[src/sv/hcmk_pkg.sv]
// ----------------------------------------------------------------------------
// hcmk_pkg
// Shared types, constants and lookup functions for the hex and character
// Morse keyer: queue entry layout, Morse unit table, hex digit mapping.
// ----------------------------------------------------------------------------
package hcmk_pkg;

  // Width of one on/off unit pattern
  localparam int PATTERN_BITS = 19;

  // Queue between front and back
  localparam int QUEUE_DEPTH = 2;
  localparam int QPTR_W      = (QUEUE_DEPTH > 1) ? $clog2(QUEUE_DEPTH) : 1;
  localparam int QCNT_W      = $clog2(QUEUE_DEPTH + 1);

  // Register indexes of the configuration port
  localparam logic CFG_CHAR_GAP = 1'b0;
  localparam logic CFG_BYTE_GAP = 1'b1;

  // Reset values of the gap registers
  localparam logic [3:0] CHAR_GAP_RESET = 4'd3;
  localparam logic [7:0] BYTE_GAP_RESET = 8'd7;

  // Item actions
  localparam logic ACT_HEX  = 1'b0;
  localparam logic ACT_CHAR = 1'b1;

  // One character job for the back part
  typedef struct packed {
    logic [PATTERN_BITS-1:0] pattern;   // units, LSB first, ends at top set bit
    logic                    byte_gap;  // add the byte blank after the char gap
    logic                    last;      // final job of its item
  } entry_t;

  // Queue status seen by the producer and the consumer
  typedef struct packed {
    logic full;
    logic empty;
  } queue_status_t;

  // Unit patterns: digits 0-9, then letters A-Z
  localparam logic [31:0] MORSE_TABLE [36] = '{
    32'h77777, 32'h1DDDD, 32'h07775, 32'h01DD5, 32'h00755,
    32'h00155, 32'h00557, 32'h01577, 32'h05777, 32'h17777,
    32'h0001D, 32'h00157, 32'h005D7, 32'h00057, 32'h00001,
    32'h00175, 32'h00177, 32'h00055, 32'h00005, 32'h01DDD,
    32'h001D7, 32'h0015D, 32'h00077, 32'h00017, 32'h00777,
    32'h005DD, 32'h01D77, 32'h0005D, 32'h00015, 32'h00007,
    32'h00075, 32'h001D5, 32'h001DD, 32'h00757, 32'h01DD7,
    32'h00577
  };

  // Map an ASCII code to its unit pattern; unknown codes give zero
  function automatic logic [PATTERN_BITS-1:0] pattern_of(input logic [7:0] code);
    logic [7:0] up;
    logic [7:0] idx;
    logic       hit;
    up  = (code >= 8'h61 && code <= 8'h7A) ? code - 8'd32 : code;
    hit = 1'b0;
    idx = 8'd0;
    if (up >= 8'h30 && up <= 8'h39) begin
      hit = 1'b1;
      idx = up - 8'h30;
    end else if (up >= 8'h41 && up <= 8'h5A) begin
      hit = 1'b1;
      idx = up - 8'h41 + 8'd10;
    end
    if (hit) begin
      return MORSE_TABLE[idx[5:0]][PATTERN_BITS-1:0];
    end
    return '0;
  endfunction

  // Uppercase ASCII hex digit of a nibble
  function automatic logic [7:0] hex_ascii(input logic [3:0] nib);
    if (nib < 4'd10) begin
      return 8'h30 + {4'd0, nib};
    end
    return 8'h37 + {4'd0, nib};
  endfunction

endpackage

[src/sv/hex_and_char_morse_keyer_top.sv]
// ----------------------------------------------------------------------------
// hex_and_char_morse_keyer_top
// Morse keyer for hex bytes and ASCII characters with key/hold results.
// ----------------------------------------------------------------------------
// Each item either sends a byte as two uppercase hex digits (action 0) or one
// ASCII character (action 1). Each result gives a key level and the number of
// time units to hold it; last marks the final result of an item. A character
// gives one result per pattern unit plus the character gap, at most 20
// results; a hex byte gives at most 41. The back sequencer pops one job from
// the queue while idle and then sends one result per cycle while the result
// channel does not stall. The front takes a new item as soon as the queue has
// room and no low hex digit waits, while the back still sends. The gap
// registers sit on a write port that is always ready.
// ----------------------------------------------------------------------------
module hex_and_char_morse_keyer_top
  import hcmk_pkg::*;
(
  input  logic       clk,
  input  logic       rst,
  input  logic       cfg_valid,
  output logic       cfg_ready,
  input  logic       cfg_index,
  input  logic [7:0] cfg_data,
  input  logic       req_valid,
  output logic       req_stall,
  input  logic       action,
  input  logic [7:0] data,
  output logic       res_valid,
  input  logic       res_stall,
  output logic       key,
  output logic [7:0] hold_units,
  output logic       last
);

  queue_status_t status;
  logic          push;
  entry_t        push_entry;
  logic          pop;
  entry_t        pop_entry;

  // Classify items into character jobs
  hcmk_front u_front (
    .clk        (clk),
    .rst        (rst),
    .req_valid  (req_valid),
    .req_stall  (req_stall),
    .action     (action),
    .data       (data),
    .status     (status),
    .push       (push),
    .push_entry (push_entry)
  );

  // Decouple front and back
  hcmk_queue u_queue (
    .clk        (clk),
    .rst        (rst),
    .push       (push),
    .push_entry (push_entry),
    .pop        (pop),
    .pop_entry  (pop_entry),
    .status     (status)
  );

  // Send key results
  hcmk_back u_back (
    .clk        (clk),
    .rst        (rst),
    .cfg_valid  (cfg_valid),
    .cfg_ready  (cfg_ready),
    .cfg_index  (cfg_index),
    .cfg_data   (cfg_data),
    .status     (status),
    .pop        (pop),
    .pop_entry  (pop_entry),
    .res_valid  (res_valid),
    .res_stall  (res_stall),
    .key        (key),
    .hold_units (hold_units),
    .last       (last)
  );

endmodule

[src/sv/hcmk_queue.sv]
// ----------------------------------------------------------------------------
// hcmk_queue
// Short register queue of character jobs between the front and the back.
// ----------------------------------------------------------------------------
module hcmk_queue
  import hcmk_pkg::*;
(
  input  logic          clk,
  input  logic          rst,
  input  logic          push,
  input  entry_t        push_entry,
  input  logic          pop,
  output entry_t        pop_entry,
  output queue_status_t status
);

  entry_t              slots [QUEUE_DEPTH];
  logic [QPTR_W-1:0]   wr_ptr;
  logic [QPTR_W-1:0]   rd_ptr;
  logic [QCNT_W-1:0]   count;

  assign status.full  = (count == QCNT_W'(QUEUE_DEPTH));
  assign status.empty = (count == '0);
  assign pop_entry    = slots[rd_ptr];

  // Advance pointers and count
  always_ff @(posedge clk) begin
    if (rst) begin
      wr_ptr <= '0;
      rd_ptr <= '0;
      count  <= '0;
    end else begin
      if (push) begin
        wr_ptr <= (wr_ptr == QPTR_W'(QUEUE_DEPTH - 1)) ? '0 : wr_ptr + 1'b1;
      end
      if (pop) begin
        rd_ptr <= (rd_ptr == QPTR_W'(QUEUE_DEPTH - 1)) ? '0 : rd_ptr + 1'b1;
      end
      if (push && !pop) begin
        count <= count + 1'b1;
      end else if (pop && !push) begin
        count <= count - 1'b1;
      end
    end
  end

  // Store pushed jobs
  always_ff @(posedge clk) begin
    if (push) begin
      slots[wr_ptr] <= push_entry;
    end
  end

`ifndef SYNTHESIS
  a_no_overflow: assert property (@(posedge clk) disable iff (rst)
    push |-> (!status.full || pop))
    else $error("queue push while full");
  a_no_underflow: assert property (@(posedge clk) disable iff (rst)
    pop |-> !status.empty)
    else $error("queue pop while empty");
  a_count_range: assert property (@(posedge clk) disable iff (rst)
    count <= QCNT_W'(QUEUE_DEPTH))
    else $error("queue count out of range");
`endif

endmodule

[src/sv/hcmk_front.sv]
// ----------------------------------------------------------------------------
// hcmk_front
// Accepts items, classifies them as hex byte or character and pushes one
// or two character jobs into the queue.
// ----------------------------------------------------------------------------
module hcmk_front
  import hcmk_pkg::*;
(
  input  logic          clk,
  input  logic          rst,
  input  logic          req_valid,
  output logic          req_stall,
  input  logic          action,
  input  logic [7:0]    data,
  input  queue_status_t status,
  output logic          push,
  output entry_t        push_entry
);

  logic   pend_valid;
  entry_t pend;
  logic   accept;
  entry_t first;
  entry_t second;

  // Hold off new items while the low digit of a hex byte still waits or the queue is full
  assign req_stall = pend_valid || status.full;
  assign accept    = req_valid && !req_stall;

  // Build the jobs of the incoming item
  always_comb begin
    if (action == ACT_CHAR) begin
      first.pattern  = pattern_of(data);
      first.byte_gap = 1'b0;
      first.last     = 1'b1;
    end else begin
      first.pattern  = pattern_of(hex_ascii(data[7:4]));
      first.byte_gap = 1'b0;
      first.last     = 1'b0;
    end
    second.pattern  = pattern_of(hex_ascii(data[3:0]));
    second.byte_gap = 1'b1;
    second.last     = 1'b1;
  end

  assign push       = accept || (pend_valid && !status.full);
  assign push_entry = pend_valid ? pend : first;

  // Keep the second job of a hex byte until the queue has room
  always_ff @(posedge clk) begin
    if (rst) begin
      pend_valid <= 1'b0;
    end else if (accept) begin
      pend_valid <= (action == ACT_HEX);
    end else if (pend_valid && !status.full) begin
      pend_valid <= 1'b0;
    end
  end

  always_ff @(posedge clk) begin
    if (accept) begin
      pend <= second;
    end
  end

endmodule

[src/sv/hcmk_back.sv]
// ----------------------------------------------------------------------------
// hcmk_back
// Takes character jobs from the queue and sends key results: one unit per
// pattern bit, then the character gap, then the byte blank where asked.
// Holds the gap registers.
// ----------------------------------------------------------------------------
module hcmk_back
  import hcmk_pkg::*;
(
  input  logic          clk,
  input  logic          rst,
  input  logic          cfg_valid,
  output logic          cfg_ready,
  input  logic          cfg_index,
  input  logic [7:0]    cfg_data,
  input  queue_status_t status,
  output logic          pop,
  input  entry_t        pop_entry,
  output logic          res_valid,
  input  logic          res_stall,
  output logic          key,
  output logic [7:0]    hold_units,
  output logic          last
);

  typedef enum logic [1:0] {
    S_IDLE,
    S_BITS,
    S_CGAP,
    S_BGAP
  } state_t;

  state_t                  state;
  logic [PATTERN_BITS-1:0] pat;
  logic                    job_byte_gap;
  logic                    job_last;
  logic [3:0]              char_gap;
  logic [7:0]              byte_gap;
  logic                    load;
  logic                    emit;
  logic [7:0]              char_hold;
  logic [7:0]              byte_hold;

  assign cfg_ready = 1'b1;
  assign load      = !res_valid || !res_stall;
  assign emit      = load && (state != S_IDLE);
  assign pop       = (state == S_IDLE) && !status.empty;
  assign char_hold = (char_gap == 4'd0) ? 8'd1 : {4'd0, char_gap};
  assign byte_hold = (byte_gap == 8'd0) ? 8'd1 : byte_gap;

  // Sequence results and hold the output register
  always_ff @(posedge clk) begin
    if (rst) begin
      state     <= S_IDLE;
      res_valid <= 1'b0;
      char_gap  <= CHAR_GAP_RESET;
      byte_gap  <= BYTE_GAP_RESET;
    end else begin
      if (cfg_valid && cfg_ready) begin
        unique case (cfg_index)
          CFG_CHAR_GAP: char_gap <= cfg_data[3:0];
          CFG_BYTE_GAP: byte_gap <= cfg_data;
          default:      ;
        endcase
      end
      // Raise valid on a new result, drop it once taken
      if (emit) begin
        res_valid <= 1'b1;
      end else if (!res_stall) begin
        res_valid <= 1'b0;
      end
      unique case (state)
        S_IDLE: begin
          if (pop) begin
            pat          <= pop_entry.pattern;
            job_byte_gap <= pop_entry.byte_gap;
            job_last     <= pop_entry.last;
            state        <= (pop_entry.pattern != '0) ? S_BITS : S_CGAP;
          end
        end
        S_BITS: begin
          if (load) begin
            key        <= pat[0];
            hold_units <= 8'd1;
            last       <= 1'b0;
            pat        <= pat >> 1;
            if ((pat >> 1) == '0) begin
              state <= S_CGAP;
            end
          end
        end
        S_CGAP: begin
          if (load) begin
            key        <= 1'b0;
            hold_units <= char_hold;
            last       <= job_last && !job_byte_gap;
            state      <= job_byte_gap ? S_BGAP : S_IDLE;
          end
        end
        S_BGAP: begin
          if (load) begin
            key        <= 1'b0;
            hold_units <= byte_hold;
            last       <= 1'b1;
            state      <= S_IDLE;
          end
        end
        default: state <= S_IDLE;
      endcase
    end
  end

`ifndef SYNTHESIS
  a_hold_nonzero: assert property (@(posedge clk) disable iff (rst)
    res_valid |-> (hold_units != 8'd0))
    else $error("result with zero hold");
  a_key_unit: assert property (@(posedge clk) disable iff (rst)
    (res_valid && key) |-> (hold_units == 8'd1))
    else $error("on level held longer than one unit");
  a_bits_left: assert property (@(posedge clk) disable iff (rst)
    (state == S_BITS) |-> (pat != '0))
    else $error("bit state with empty pattern");
`endif

endmodule

[config.mk]
export PLATFORM = sky130hd
export DESIGN_NAME = hex_and_char_morse_keyer_top
export DESIGN_NICKNAME = d
export VERILOG_FILES = /design/src/sv/hcmk_pkg.sv /design/src/sv/hex_and_char_morse_keyer_top.sv /design/src/sv/hcmk_queue.sv /design/src/sv/hcmk_front.sv /design/src/sv/hcmk_back.sv
export SDC_FILE = /design/constraint.sdc
export NUM_CORES = 1
export LEC_CHECK = 0
export ABC_AREA = 1
export BUFFER_PORTS_ARGS = -buffer_cell sky130_fd_sc_hd__buf_2
export CAP_MARGIN = 0
export CORE_MARGIN = 2
export CORE_UTILIZATION = 30
export DETAILED_ROUTE_END_ITERATION = 6
export PLACE_DENSITY = 0.5
export SYNTH_ARGS = -nofsm -noshare
export SYNTH_HDL_FRONTEND = slang
export SYNTH_SLANG_ARGS = --single-unit
[constraint.sdc]
create_clock -name clk -period 9.5 [get_ports clk]
set_input_delay 1.9 -clock clk [delete_from_list [all_inputs] [get_ports clk]]
set_output_delay 1.9 -clock clk [all_outputs]
set_load 0.1 [all_outputs]
* Word level (Yosys, flattened, before mapping)
Memory sizes are Yosys's and may differ from the RTL's. A register that Yosys moved wholly into a read port is not among the register bits. Cells that the tools add are included.
Operators by class: add/subtract/negate cells 20, magnitude comparators 22, eq/ne operators 11, muxes and demuxes 77, bitwise logic cells 6, reductions and logical operators 48
Operators with widths (count):
- 19-bit two-way mux | 10
- 8-bit two-way mux | 12
- 8-bit by 7-bit greater-or-equal comparator with 1-bit output (second input constant) | 6
- 8-bit by 7-bit less-or-equal comparator with 1-bit output (second input constant) | 6
- 6-bit two-way mux | 8
- 21-bit two-way mux | 2
- 19-bit case mux with 2 select lines | 1
- 1-bit two-way mux | 30
- 6-bit by 4-bit adder with 7-bit output (first input constant) | 4
- 8-bit by 6-bit greater-or-equal comparator with 1-bit output (second input constant) | 3
- 8-bit by 6-bit less-or-equal comparator with 1-bit output (second input constant) | 3
- 8-bit case mux with 3 select lines | 1
- 8-bit by 6-bit subtractor with 8-bit output (second input constant) | 3
- 6-bit NOT with 7-bit output | 3
- 19-bit zero test | 1
- 19-bit nonzero test | 1
- 6-bit by 4-bit adder with 6-bit output (second input constant) | 3
- 2-bit two-way mux | 9
- 6-bit by 1-bit subtractor with 6-bit output (second input constant) | 3
- 6-bit subtractor (second input constant) | 3
- 1-bit logical AND | 16
- 7-bit greater-or-equal comparator (second input constant) | 2
- 2-bit by 1-bit != test with 1-bit output (second input constant) | 6
- 5-bit AND reduction | 2
- 23 further kinds | 46
Storage, ports and cells: register bits after elaboration 51, bits in writable memories 42, memory bits (read-only) 6144, bits of input ports 23, output and inout port bits 13, logic and storage cells 202, memories kept 4
Memories:
- (name not given) | words 64, bits a word 32, read ports 1, clocked after Yosys merged registers in 0, wr ports 0, RTL line hcmk_pkg.sv:69 | return MORSE_TABLE[idx[5:0]][PATTERN_BITS-1:0];
- (name not given) | words 64, bits a word 32, read ports 1, clocked after Yosys merged registers in 0, wr ports 0, RTL line hcmk_pkg.sv:69
- (name not given) | words 64, bits a word 32, read ports 1, clocked after Yosys merged registers in 1, wr ports 0, RTL line hcmk_pkg.sv:69
- u_queue.slots | words 2, bits a word 21, read ports 1, clocked after Yosys merged registers in 1, wr ports 1, RTL line hcmk_queue.sv:17 | entry_t slots [QUEUE_DEPTH];

* Logic depth before layout (Yosys ltp)
Gate-level depths: netlist (run 1).
depth in word-level cells 21, mapped depth 33, gate-level depth less buffers 32

* By module
A second synthesis (run 1) with hierarchy kept.
Second synthesis, totals: cells, all modules 1069, area, all modules 8373.0 um^2
Modules (own cells, without submodules):
- hcmk_front | times used 1, cells an instance 734, area an instance 4446.8 um^2, seq. area each 550.5 um^2
- hcmk_back | times used 1, cells an instance 237, area an instance 2104.5 um^2, seq. area each 1231.2 um^2
- hcmk_queue | times used 1, cells an instance 98, area an instance 1821.7 um^2, seq. area each 1361.3 um^2

* Worst setup path after synthesis (run 1)
OpenSTA, ideal clock, no wires.
kind input to register, from input data[0], to register u_front.pend[3] (netlist name), library setup time 0.254 ns, arrival time 5.216 ns, required time 9.246 ns, slack 4.030 ns, cell stages on the path 30, path buffers 1, cells stage by stage clkinv_1 > ha_1 > o21ai_1 > inv_1 > ha_1 > nand3b_1 > nor2_2 > nor2_4 > nor2_4 > nand2_1 > nand2_2 > inv_2 > ha_1 > inv_1 > nor3_1 > nand2_1 > nand2_1 > nor2_4 > nand2_4 > inv_2 > nand2_2 > nand2_2 > buf_6 > nor2_1 > nor2_1 > nand2_1 > nand3_1 > nand2_1 > nor2_1 > nor2_1
Between the ends: cells in the longest elaborated chain, start to end 12, elaborated cells on any way between the ends 27, classes of those cells 6 x add/sub; 7 x order compare; 9 x mux; 1 x bitwise; 4 x reduce/logical
RTL lines:
- from (decl) | RTL line hex_and_char_morse_keyer_top.sv:27 | input logic [7:0] data,
- 6-bit by 4-bit adder with 7-bit output / 4-bit less-than comparator (equally long branches) | RTL line hcmk_pkg.sv:77, hcmk_pkg.sv:76
- 8-bit two-way mux / 1-bit two-way mux (equally long branches) | RTL line hcmk_pkg.sv:76 | if (nib < 4'd10) begin
- 8-bit two-way mux (*) | RTL line hcmk_pkg.sv:79 | return 8'h37 + {4'd0, nib};
- 8-bit by 7-bit greater-or-equal comparator with 1-bit output / 8-bit by 7-bit less-or-equal comparator with 1-bit output (equally long branches) | RTL line hcmk_pkg.sv:58 | up = (code >= 8'h61 && code <= 8'h7A) ? code - 8'd32 : code;
- 1-bit logical AND | RTL line hcmk_pkg.sv:58
- 8-bit two-way mux (*) | RTL line hcmk_pkg.sv:58
- parallel branches: the longest is 6 deep, another holds 6-bit by 1-bit subtractor with 6-bit output
Every way passes the cells marked *. The select of a mux whose other input is x is not followed. A chain may end at the register's enable or synchronous reset.

* Worst setup path after layout (run 1)
from input data[0], to register u_front.pend[5] (netlist name)
Between the ends: cells in the longest elaborated chain, start to end 12, elaborated cells on any way between the ends 27, classes of those cells 6 x add/sub; 7 x order compare; 9 x mux; 1 x bitwise; 4 x reduce/logical
RTL lines (RTL line):
- 6-bit by 4-bit adder with 7-bit output / 4-bit less-than comparator (equally long branches) | hcmk_pkg.sv:77, hcmk_pkg.sv:76
- 8-bit two-way mux / 1-bit two-way mux (equally long branches) | hcmk_pkg.sv:76
- 8-bit two-way mux (*) | hcmk_pkg.sv:79
- 8-bit by 7-bit greater-or-equal comparator with 1-bit output / 8-bit by 7-bit less-or-equal comparator with 1-bit output (equally long branches) | hcmk_pkg.sv:58
- 1-bit logical AND | hcmk_pkg.sv:58
- 8-bit two-way mux (*) | hcmk_pkg.sv:58
- parallel branches: the longest is 6 deep, another holds 6-bit by 1-bit subtractor with 6-bit output
Marked as above.

==> summary.txt, run 1 <==
Worst setup path
  – Setup CP Type: primary input to register
  – Arrival time at the worst endpoint: around 6300 ps
  – Critical Path Start Type: primary input
  – CP max FO: 21
  – CP endpoint kind: register
  – Most frequent CP cell: nand2_1
  – Worst path required time: a little under 10000 ps
  – Max incr delay on CP: between 400 and 500 ps
  – Slowest CP cell: ha_1

Synth
  – Share of the synthesized area in the top cell type: 0.323
  – Mapped Area: between 8000 and 9000 sq um
  – Avg Cell Area, Syn: 7.52 sq um
  – Top FF cell, synth: edfxtp_1
  – Ranking of synthesized cells by area: edfxtp_1 (32%), nand2_1 (14%), ha_1 (7.7%), nand3_1 (6.5%), dfxtp_1 (5.1%)
  – Register area share after synthesis: 0.374
  – Post-synth top area cell: edfxtp_1
  – Library cells used by synthesis: between 40 and 50
  – Seq cells post-synth: 110
  – Ys async rst share: 0
  – Syn Inst Count: 1099
  – EDFF count, synth: 89
  – Syn nets: between 1000 and 1500
  – Ys Warns: 0

CTS
  – Clk buf depth: 2
  – CTS root buf: clkbuf_16
  – Max H-tree Level: 3
  – Clock transition at the registers of the reported paths: around 80 ps
  – CTS tree: built
  – Clock Latency Late Sink: between 300 and 400 ps
  – Hold buffer count at CTS: 0
  – CTS resizes: 0
  – TritonCTS buffer count: 9
  – Total setup buffers inserted after CTS: 0
  – CTS Sinks: 110

Die
  – # IOs: 36
  – Initial Utilization: 0.306
  – Core ar.: around 27000 sq um
  – Die Area: 28900 sq um
  – Site Rows: 60
  – Die height: between 150 and 200 um
  – DIE WIDTH: around 170 um

Final layout
  – Core Util, Final: 0.335
  – Layout area overhead: 9.45%
  – Ant. Diodes: 0
  – Finished Cell Area: ~9000 sq um
  – Share of layout cells above drive strength 1: 0.121
  – Filler cell count: about 3000
  – Final Net Count: approximately 1200
  – Commonest non-fill, non-tap cells in the layout: nand2_1 (310), nand3_1 (108), nor2_1 (91)
  – Commonest non-fill, non-tap cell in the layout: nand2_1

Global routing
  – Global route hottest layer: met2
  – Met2 Use GR: 0.256
  – Largest net degree at the start of global routing: 35
  – Number of global-route vias before repair: around 7000
  – GR Util met1: 0.212
  – GRT overflow: 0
  – First-pass GRT wire length: between 30 and 40 mm
  – Initial antenna violation count: 0
  – Met3 usage: 0.0167
  – Tot GR Track Use: 0.155

STA
  – Max transition margin: 0.414
  – Period minus WS final: a little over 6000 ps
  – Final period utilization: 0.644
  – Fin. max-slew vios: 0
  – Final hold viol count: 0
  – Worst slew pin tran: approximately 880 ps
  – RSZ-0062 raised after global routing: false
  – F_max: 163 MHz
  – Final Skew: 8.45 ps
  – Setup TNS: 0 ps
  – Finish-stage setup viols: 0

Power and ir drop
  – Combinational Power Share: 0.400
  – Switching Fraction: 0.408
  – Power per cell area: around 210 nW/um^2
  – Internal power: ~1100 uW
  – Pwr Total: 1880 uW
  – Static leakage: 0.00397 uW
  – Sequential power share: 0.396
  – Maximum vdd drop: approximately 0.075 mV
  – Net Switching: approximately 770 uW
  – Clock power share: 0.204

Job
  – Number of max-cap violations: 0

Placed design
  – HPWL Detailed: around 17 mm
  – Port bufs: 34
  – Placement Cell Area: roughly 8700 sq um
  – Routability cong.: 0.883

Status
  – Status: finished clean

Drt
  – WL/cell: ~15 um
  – Starting DRT DRC Count: roughly 450
  – DRC: 0
  – Vias post-DR: 7247
  – Post-DR vias/cell: roughly 4.9
  – Total Wirelength: around 22 mm
  – Final ANT Viol Nets: 0
  – Initial DRT Pass Iterations: 5

Min path
  – Hold/Removal Path Class: register to register
## Yosys cell counts (11+ instances only)
| cell type | count |
|---|---|
| xor2_1 | 11 |
| o21ai_0 | 44 |
| nor3_1 | 11 |
| o211ai_1 | 11 |
| o21ai_1 | 25 |
| edfxtp_1 | 89 |
| inv_2 | 23 |
| a21oi_1 | 60 |
| inv_1 | 88 |
| nor2_1 | 91 |
| dfxtp_1 | 21 |
| nand2_2 | 18 |
| nand3_1 | 108 |
| nand4_1 | 16 |
| clkbuf_1 | 12 |
| ha_1 | 51 |
| nand2_1 | 310 |
| mux2i_1 | 14 |
## worst paths after layout
path	endpoint	startpoint	depth (start not counted)	slack (ps)
max	u_front.pend[5]	data[0]	29	3380
min reg2reg	u_back.byte_gap[4]	u_back.byte_gap[4]	2	480
min	u_back.byte_gap[4]	u_back.byte_gap[4]	2	480
max reg2reg	u_queue.count[1]	u_front.pend_valid	7	6620
## power by group through the flow
stage	clock [uW]	sequential [uW]	combinational [uW]
5_1_grt	411	759	850
2_1_floorplan	0	824	500
3_5_place_dp	0	755	749
3_3_place_gp	0	753	756
6_report	384	745	752
4_1_cts	394	745	754
## layout make-up
cell class / instances / area (sq um) / share of cell area
Multi-Input combinational cell: 843 / 4560 / 0.504
Timing Repair Buffer: 40 / 215 / 0.0238
Clock inverter: 5 / 36.3 / 0.00401
Sequential cell: 110 / 3090 / 0.342
Tap cell: 341 / 427 / 0.0472
Inverter: 116 / 438 / 0.0484
Clock buffer: 11 / 275 / 0.0304
## worst max-delay path: cells and delay by family
kind	cells	cell delay (ps)
and+or+nand+nor	16	1940
AOI/OAI and AO/OA	3	670
buffers and inverters	7	920
adders and majority gates	3	860
## per-stage QoR
step	worst slack, ps	hold slack (ps)	std cells
after global placement	3030	436	1450
after global routing	2940	491	1466
after floorplan	4030	426	1099
final	3380	476	1466
after detailed placement	3070	450	1450
after CTS	3410	461	1466
## per-layer routing
layer	wire length, um	vias up
li1	-	3725
met1	10300	3320
met2	10100	172
met3	760	30
met4	506	0
met5	0	-
## cell families (layout without fill, tap and decap cells)
| logic type | count (synthesis) | in the layout | synth area share |
|---|---|---|---|
| other cells | 1 | 1 | 0.000454 |
| simple gates | 592 | 592 | 0.318 |
| fa+ha+maj | 51 | 51 | 0.0772 |
| compound gates | 168 | 168 | 0.119 |
| xor+xnor | 11 | 11 | 0.0117 |
| buf+inv | 146 | 172 | 0.0739 |
| mux | 20 | 20 | 0.0251 |
| flops | 110 | 110 | 0.374 |
## state kept, by name (all words and copies together), names as in the netlist, 2 cells and up, named ones only
signal / cells
u_front.pend: 18
u_queue.count: 2
u_back.state: 2
u_back.byte_gap: 8
u_queue.slots: 40
u_back.char_gap: 4
u_back.hold_units: 8
u_back.pat: 19
(Power assumes the default switching activity.)
==> inputs of run 2 (changes only) <==
==> constraint.sdc (replaced) <==
create_clock -name clk -period 5.98 [get_ports clk]
set_input_delay 1.196 -clock clk [delete_from_list [all_inputs] [get_ports clk]]
set_output_delay 1.196 -clock clk [all_outputs]
set_load 0.1 [all_outputs]
==> run 2 against run 1 <==
Final cell count is 0.34% higher. Sequential power is 62% higher. Routed wire length is 1.5% lower. Via count is 0.73% higher. Global-route usage is 0.77 points lower. Register-to-register slack worse by 3200 ps. Critical path depth stayed put. Sequential share of layout area is 0.14 points lower. Flip-flop and latch count stayed put. Final area is 0.40% higher.
==> summary.txt, run 2 (synthesis gave the netlist of run 1 again) <==
STA
  – Final period utilization: 0.864
  – Period minus WS final: around 5200 ps
  – Finish-stage setup viols: 0
  – Worst slew pin tran: 1130 ps
  – RSZ-0062 raised after global routing: false
  – Fin. max-slew vios: 0
  – Final Skew: 9.38 ps
  – Setup TNS: 0 ps
  – Max transition margin: 0.248
  – F_max: a little under 200 MHz
  – Final hold viol count: 0

Die
  – DIE WIDTH: 170 um
  – # IOs: 36
  – Die Area: roughly 29000 sq um
  – Core ar.: ~27000 sq um
  – Initial Utilization: 0.306
  – Site Rows: 60
  – Die height: 170 um

Placed design
  – DP Cell Count: 1455
  – Routability cong.: 0.889
  – HPWL Detailed: 16.4 mm
  – Placement Cell Area: around 9000 sq um
  – Port bufs: 34

Global routing
  – Tot GR Track Use: 0.148
  – Largest net degree at the start of global routing: 35
  – First-pass GRT wire length: 34.6 mm
  – Initial antenna violation count: 0
  – Number of global-route vias before repair: about 6700
  – GRT overflow: 0

Worst setup path
  – Arrival time at the worst endpoint: between 5000 and 6000 ps
  – CP max FO: 21
  – Critical Path Start Type: primary input
  – Worst path required time: approximately 6000 ps
  – Setup CP Type: primary input to register
  – Slowest CP cell: ha_1
  – CP endpoint kind: register
  – Max incr delay on CP: 390 ps
  – Most frequent CP cell: nand2_1

Drt
  – Starting DRT DRC Count: ~560
  – Post-DR vias/cell: roughly 5
  – Total Wirelength: 21.3 mm
  – Vias post-DR: between 7000 and 8000
  – Final ANT Viol Nets: 0
  – Initial DRT Pass Iterations: 7
  – WL/cell: 14.5 um
  – DRC: 0

Power and ir drop
  – Power per cell area: roughly 330 nW/um^2
  – Pwr Total: between 2000 and 3000 uW
  – Static leakage: approximately 0.004 uW
  – Maximum vdd drop: between 0.1 and 0.15 mV

Min path
  – Hold/Removal Path Class: register to register

CTS
  – CTS tree: built
  – TritonCTS buffer count: 9
  – CTS Sinks: 110
  – Clock transition at the registers of the reported paths: roughly 70 ps
  – Total setup buffers inserted after CTS: 0
  – Hold buffer count at CTS: 0
  – Clk buf depth: 2
  – Clock Latency Late Sink: ~350 ps
  – CTS root buf: clkbuf_16
  – Max H-tree Level: 3
  – CTS resizes: 0

Job
  – Number of max-cap violations: 0

Final layout
  – Final Net Count: 1199
  – Commonest non-fill, non-tap cell in the layout: nand2_1
  – Biggest regs: u_queue.slots: 40 flops, u_back.pat: 19 flops, u_front.pend: 18 flops
  – Finished Layout Cells: roughly 1500
  – Ant. Diodes: 0
  – Layout area overhead: 9.89%
  – Largest register by flop count: u_queue.slots
  – Max reg flops: 40
  – Commonest non-fill, non-tap cells in the layout: nand2_1 (310), nand3_1 (108), nor2_1 (91)
  – Finished Cell Area: about 9100 sq um
  – Core Util, Final: 0.336
  – Share of layout cells above drive strength 1: 0.125

Status
  – Status: finished clean
run 2: cell count changes in the layout (fill, tap and decap cells not counted), sizes merged:
cell / before / now
clkinv: 6 / 5
inv: 114 / 115
buf: 40 / 45
clkinvlp: 1 / 0
clkbuf: 11 / 12
run 2: layer usage:
layer	global-route usage	vias to the layer above	share of wire
met5	0	-	0
met4	0.0465	0	0.023
met3	0.0135	33	0.036
met2	0.242	202	0.47
met1	0.206	3327	0.47
li1	-	3738	-
run 2: worst max-delay path: cells and delay by family:
kind | cells | cell delay (ps)
and+or+nand+nor | 16 | 1950
adders and majority gates | 3 | 780
buffers and inverters | 7 | 800
AOI/OAI and AO/OA | 3 | 590
run 2: area by class of cell:
class | count | area (sq um)
well taps | 341 | 427
repair buffers | 45 | 253
fillers | 2903 | 17900
inverters | 116 | 438
multi-input cells | 843 | 4560
clock buffers | 12 | 278
clock inverters | 4 | 32.5
flip-flops and latches | 110 | 3090
run 2: power by group:
part	total (uW)	switching (uW)	internal (uW)
logic	1170	833	333
clock network	608	273	335
registers	1210	110	1100
total	2990	1220	1770
run 2: metrics by stage:
step / setup WS, ps / hold slack, ps
after detailed placement: 521 / 446
after global routing: 289 / 466
after floorplan: 1210 / 426
final: 815 / 463
after CTS: 857 / 458
after global placement: 555 / 436
run 2: worst paths after layout:
| kind | slack, ps | from | cells past startpoint | to |
|---|---|---|---|---|
| worst max-delay path | 810 | data[0] | 29 | u_front.pend[5] |
| worst max register to register | 3450 | register | 8 | u_back.state[1] |
| worst min-delay path | 460 | u_queue.rd_ptr | 1 | register |
| worst min register to register | 460 | u_queue.rd_ptr | 1 | register |
==> inputs of run 3 (changes only) <==
--- a/config.mk
+++ b/config.mk
@@ -8,10 +8,13 @@
 export ABC_AREA = 1
 export BUFFER_PORTS_ARGS = -buffer_cell sky130_fd_sc_hd__buf_2
 export CAP_MARGIN = 0
+export CELL_PAD_IN_SITES_DETAIL_PLACEMENT = 0
+export CELL_PAD_IN_SITES_GLOBAL_PLACEMENT = 1
 export CORE_MARGIN = 2
 export CORE_UTILIZATION = 30
 export DETAILED_ROUTE_END_ITERATION = 6
-export PLACE_DENSITY = 0.5
+export PLACE_DENSITY = 0.61
+export SKIP_LAST_GASP = 1
 export SYNTH_ARGS = -nofsm -noshare
 export SYNTH_HDL_FRONTEND = slang
 export SYNTH_SLANG_ARGS = --single-unit
==> run 3 against run 2 <==
The flow now finishes with violations (design-rule violations). Power down 1.6%. Setup slack better by 51 ps. Largest cell class unchanged. Combinational power about the same. Critical endpoint is now u_front.pend[8].
==> summary.txt, run 3 (synthesis gave the netlist of run 1 again) <==
Status
  – Status: complete, but fails checks
  – Failing checks: design-rule violations

STA
  – Worst slew pin tran: roughly 1100 ps
  – Final period utilization: 0.855
  – Period minus WS final: 5110 ps
  – RSZ-0062 raised after global routing: false
  – Final hold viol count: 0
  – Max transition margin: 0.284
  – Final Skew: approximately 10 ps
  – Setup TNS: 0 ps
  – F_max: 196 MHz
  – WHS: 451 ps
  – Fin. max-slew vios: 0
  – Finish-stage setup viols: 0

Job
  – Number of max-cap violations: 0

Placed design
  – Routability cong.: around 0.88
  – HPWL Detailed: ~17 mm
  – Placement Cell Area: 8770 sq um
  – Port bufs: 34
  – DP Cell Count: around 1500

Worst setup path
  – Worst path required time: about 6100 ps
  – Critical Path Start Type: primary input
  – CP endpoint kind: register
  – Arrival time at the worst endpoint: between 5000 and 6000 ps
  – CP max FO: 21
  – Setup CP Type: primary input to register

Min path
  – Hold/Removal Path Class: register to register

Final layout
  – Largest register by flop count: u_queue.slots
  – Commonest non-fill, non-tap cells in the layout: nand2_1 (310), nand3_1 (108), nor2_1 (91)
  – Biggest regs: u_queue.slots: 40 flops, u_back.pat: 19 flops, u_front.pend: 18 flops
  – Share of layout cells above drive strength 1: 0.124
  – Finished Cell Area: ~9000 sq um
  – Commonest non-fill, non-tap cell in the layout: nand2_1
  – Ant. Diodes: 0
  – Finished Layout Cells: between 1000 and 1500
  – Max reg flops: 40
  – Final Net Count: 1199
  – Layout area overhead: 9.50%

Drt
  – Initial DRT Pass Iterations: 7
  – Post-DR vias/cell: around 4.9
  – Total Wirelength: about 22 mm
  – Starting DRT DRC Count: between 400 and 500
  – DRC: 1
  – Vias post-DR: 7250
  – WL/cell: roughly 15 um
  – Final ANT Viol Nets: 0

Die
  – Initial Utilization: 0.306
  – # IOs: 36
  – Die Area: ~29000 sq um
  – DIE WIDTH: between 150 and 200 um
  – Site Rows: 60
  – Core ar.: between 20000 and 30000 sq um
  – Die height: approximately 170 um

CTS
  – Clock Latency Late Sink: between 300 and 400 ps
  – Clock transition at the registers of the reported paths: 70 ps
  – Clk buf depth: 2
  – CTS resizes: 0
  – CTS tree: built
  – Total setup buffers inserted after CTS: 0
  – Hold buffer count at CTS: 0
  – Max H-tree Level: 3
  – CTS root buf: clkbuf_16
  – TritonCTS buffer count: 9
  – CTS Sinks: 110

Global routing
  – Initial antenna violation count: 0
  – Number of global-route vias before repair: 6914
  – GRT overflow: 0
  – Largest net degree at the start of global routing: 35
  – Tot GR Track Use: 0.155
  – First-pass GRT wire length: between 30 and 40 mm

Power and ir drop
  – Maximum vdd drop: around 0.15 mV
  – Power per cell area: around 320 nW/um^2
  – Static leakage: 0.00398 uW
-- run 3: final timing paths --
| path | endpoint | startpoint | cells past startpoint | slack (ps) |
|---|---|---|---|---|
| worst max-delay path | u_front.pend[8] | data[0] | 28 | 870 |
| worst min-delay path | register | u_queue.rd_ptr | 1 | 450 |
| worst max register to register | u_queue.slots[1][15] | u_front.pend_valid | 6 | 3120 |
| worst min register to register | register | u_queue.rd_ptr | 1 | 450 |
-- run 3: power by group --
| group | internal (uW) | leakage [uW] | switching, uW | total, uW |
|---|---|---|---|---|
| sequential | 1100 | 0.00102 | 107 | 1210 |
| combinational | 333 | 0.00282 | 839 | 1170 |
| clock | 294 | 0.000135 | 261 | 555 |
| total | 1730 | 0.00398 | 1210 | 2940 |
-- run 3: layer usage --
| metal | global-route usage | share of wire |
|---|---|---|
| met5 | 0 | 0 |
| met4 | 0.0372 | 0.014 |
| met3 | 0.0156 | 0.036 |
| met2 | 0.264 | 0.47 |
| met1 | 0.212 | 0.48 |
-- run 3: worst max-delay path, cell delays in order --
cell and delay, ps:
buf_2 170, clkinv_1 180, ha_1 390, o21ai_1 340, inv_1 110, ha_1 220, nand3b_1 190, nor2_2 190
nor2_4 60, nor2_4 150, nand2_1 80, nand2_2 120, inv_2 70, ha_1 170, inv_1 70, nor3_1 40
nand2_1 50, nand2_1 80, nor2_4 150, nand2_4 100, inv_2 100, nand2_2 80, nand2_2 310, inv_2 130
o21ai_2 150, o21bai_1 80, o21bai_1 140, inv_1 60
-- run 3: layout make-up --
type | instances | area (sq um)
Inverter | 116 | 438
Timing Repair Buffer | 45 | 253
Fill cell | 2894 | 18000
Tap cell | 341 | 427
Clock buffer | 11 | 243
Sequential cell | 110 | 3090
Multi-Input combinational cell | 843 | 4560
Clock inverter | 5 | 35.0
-- run 3: metrics by stage --
stage	utilization	power (uW)	setup WS [ps]
global placement	0.324	2410	523
finish	0.335	2940	866
detailed placement	0.324	2400	504
CTS	0.335	2960	869
global route	0.335	3150	334
floorplan	-	2100	1210
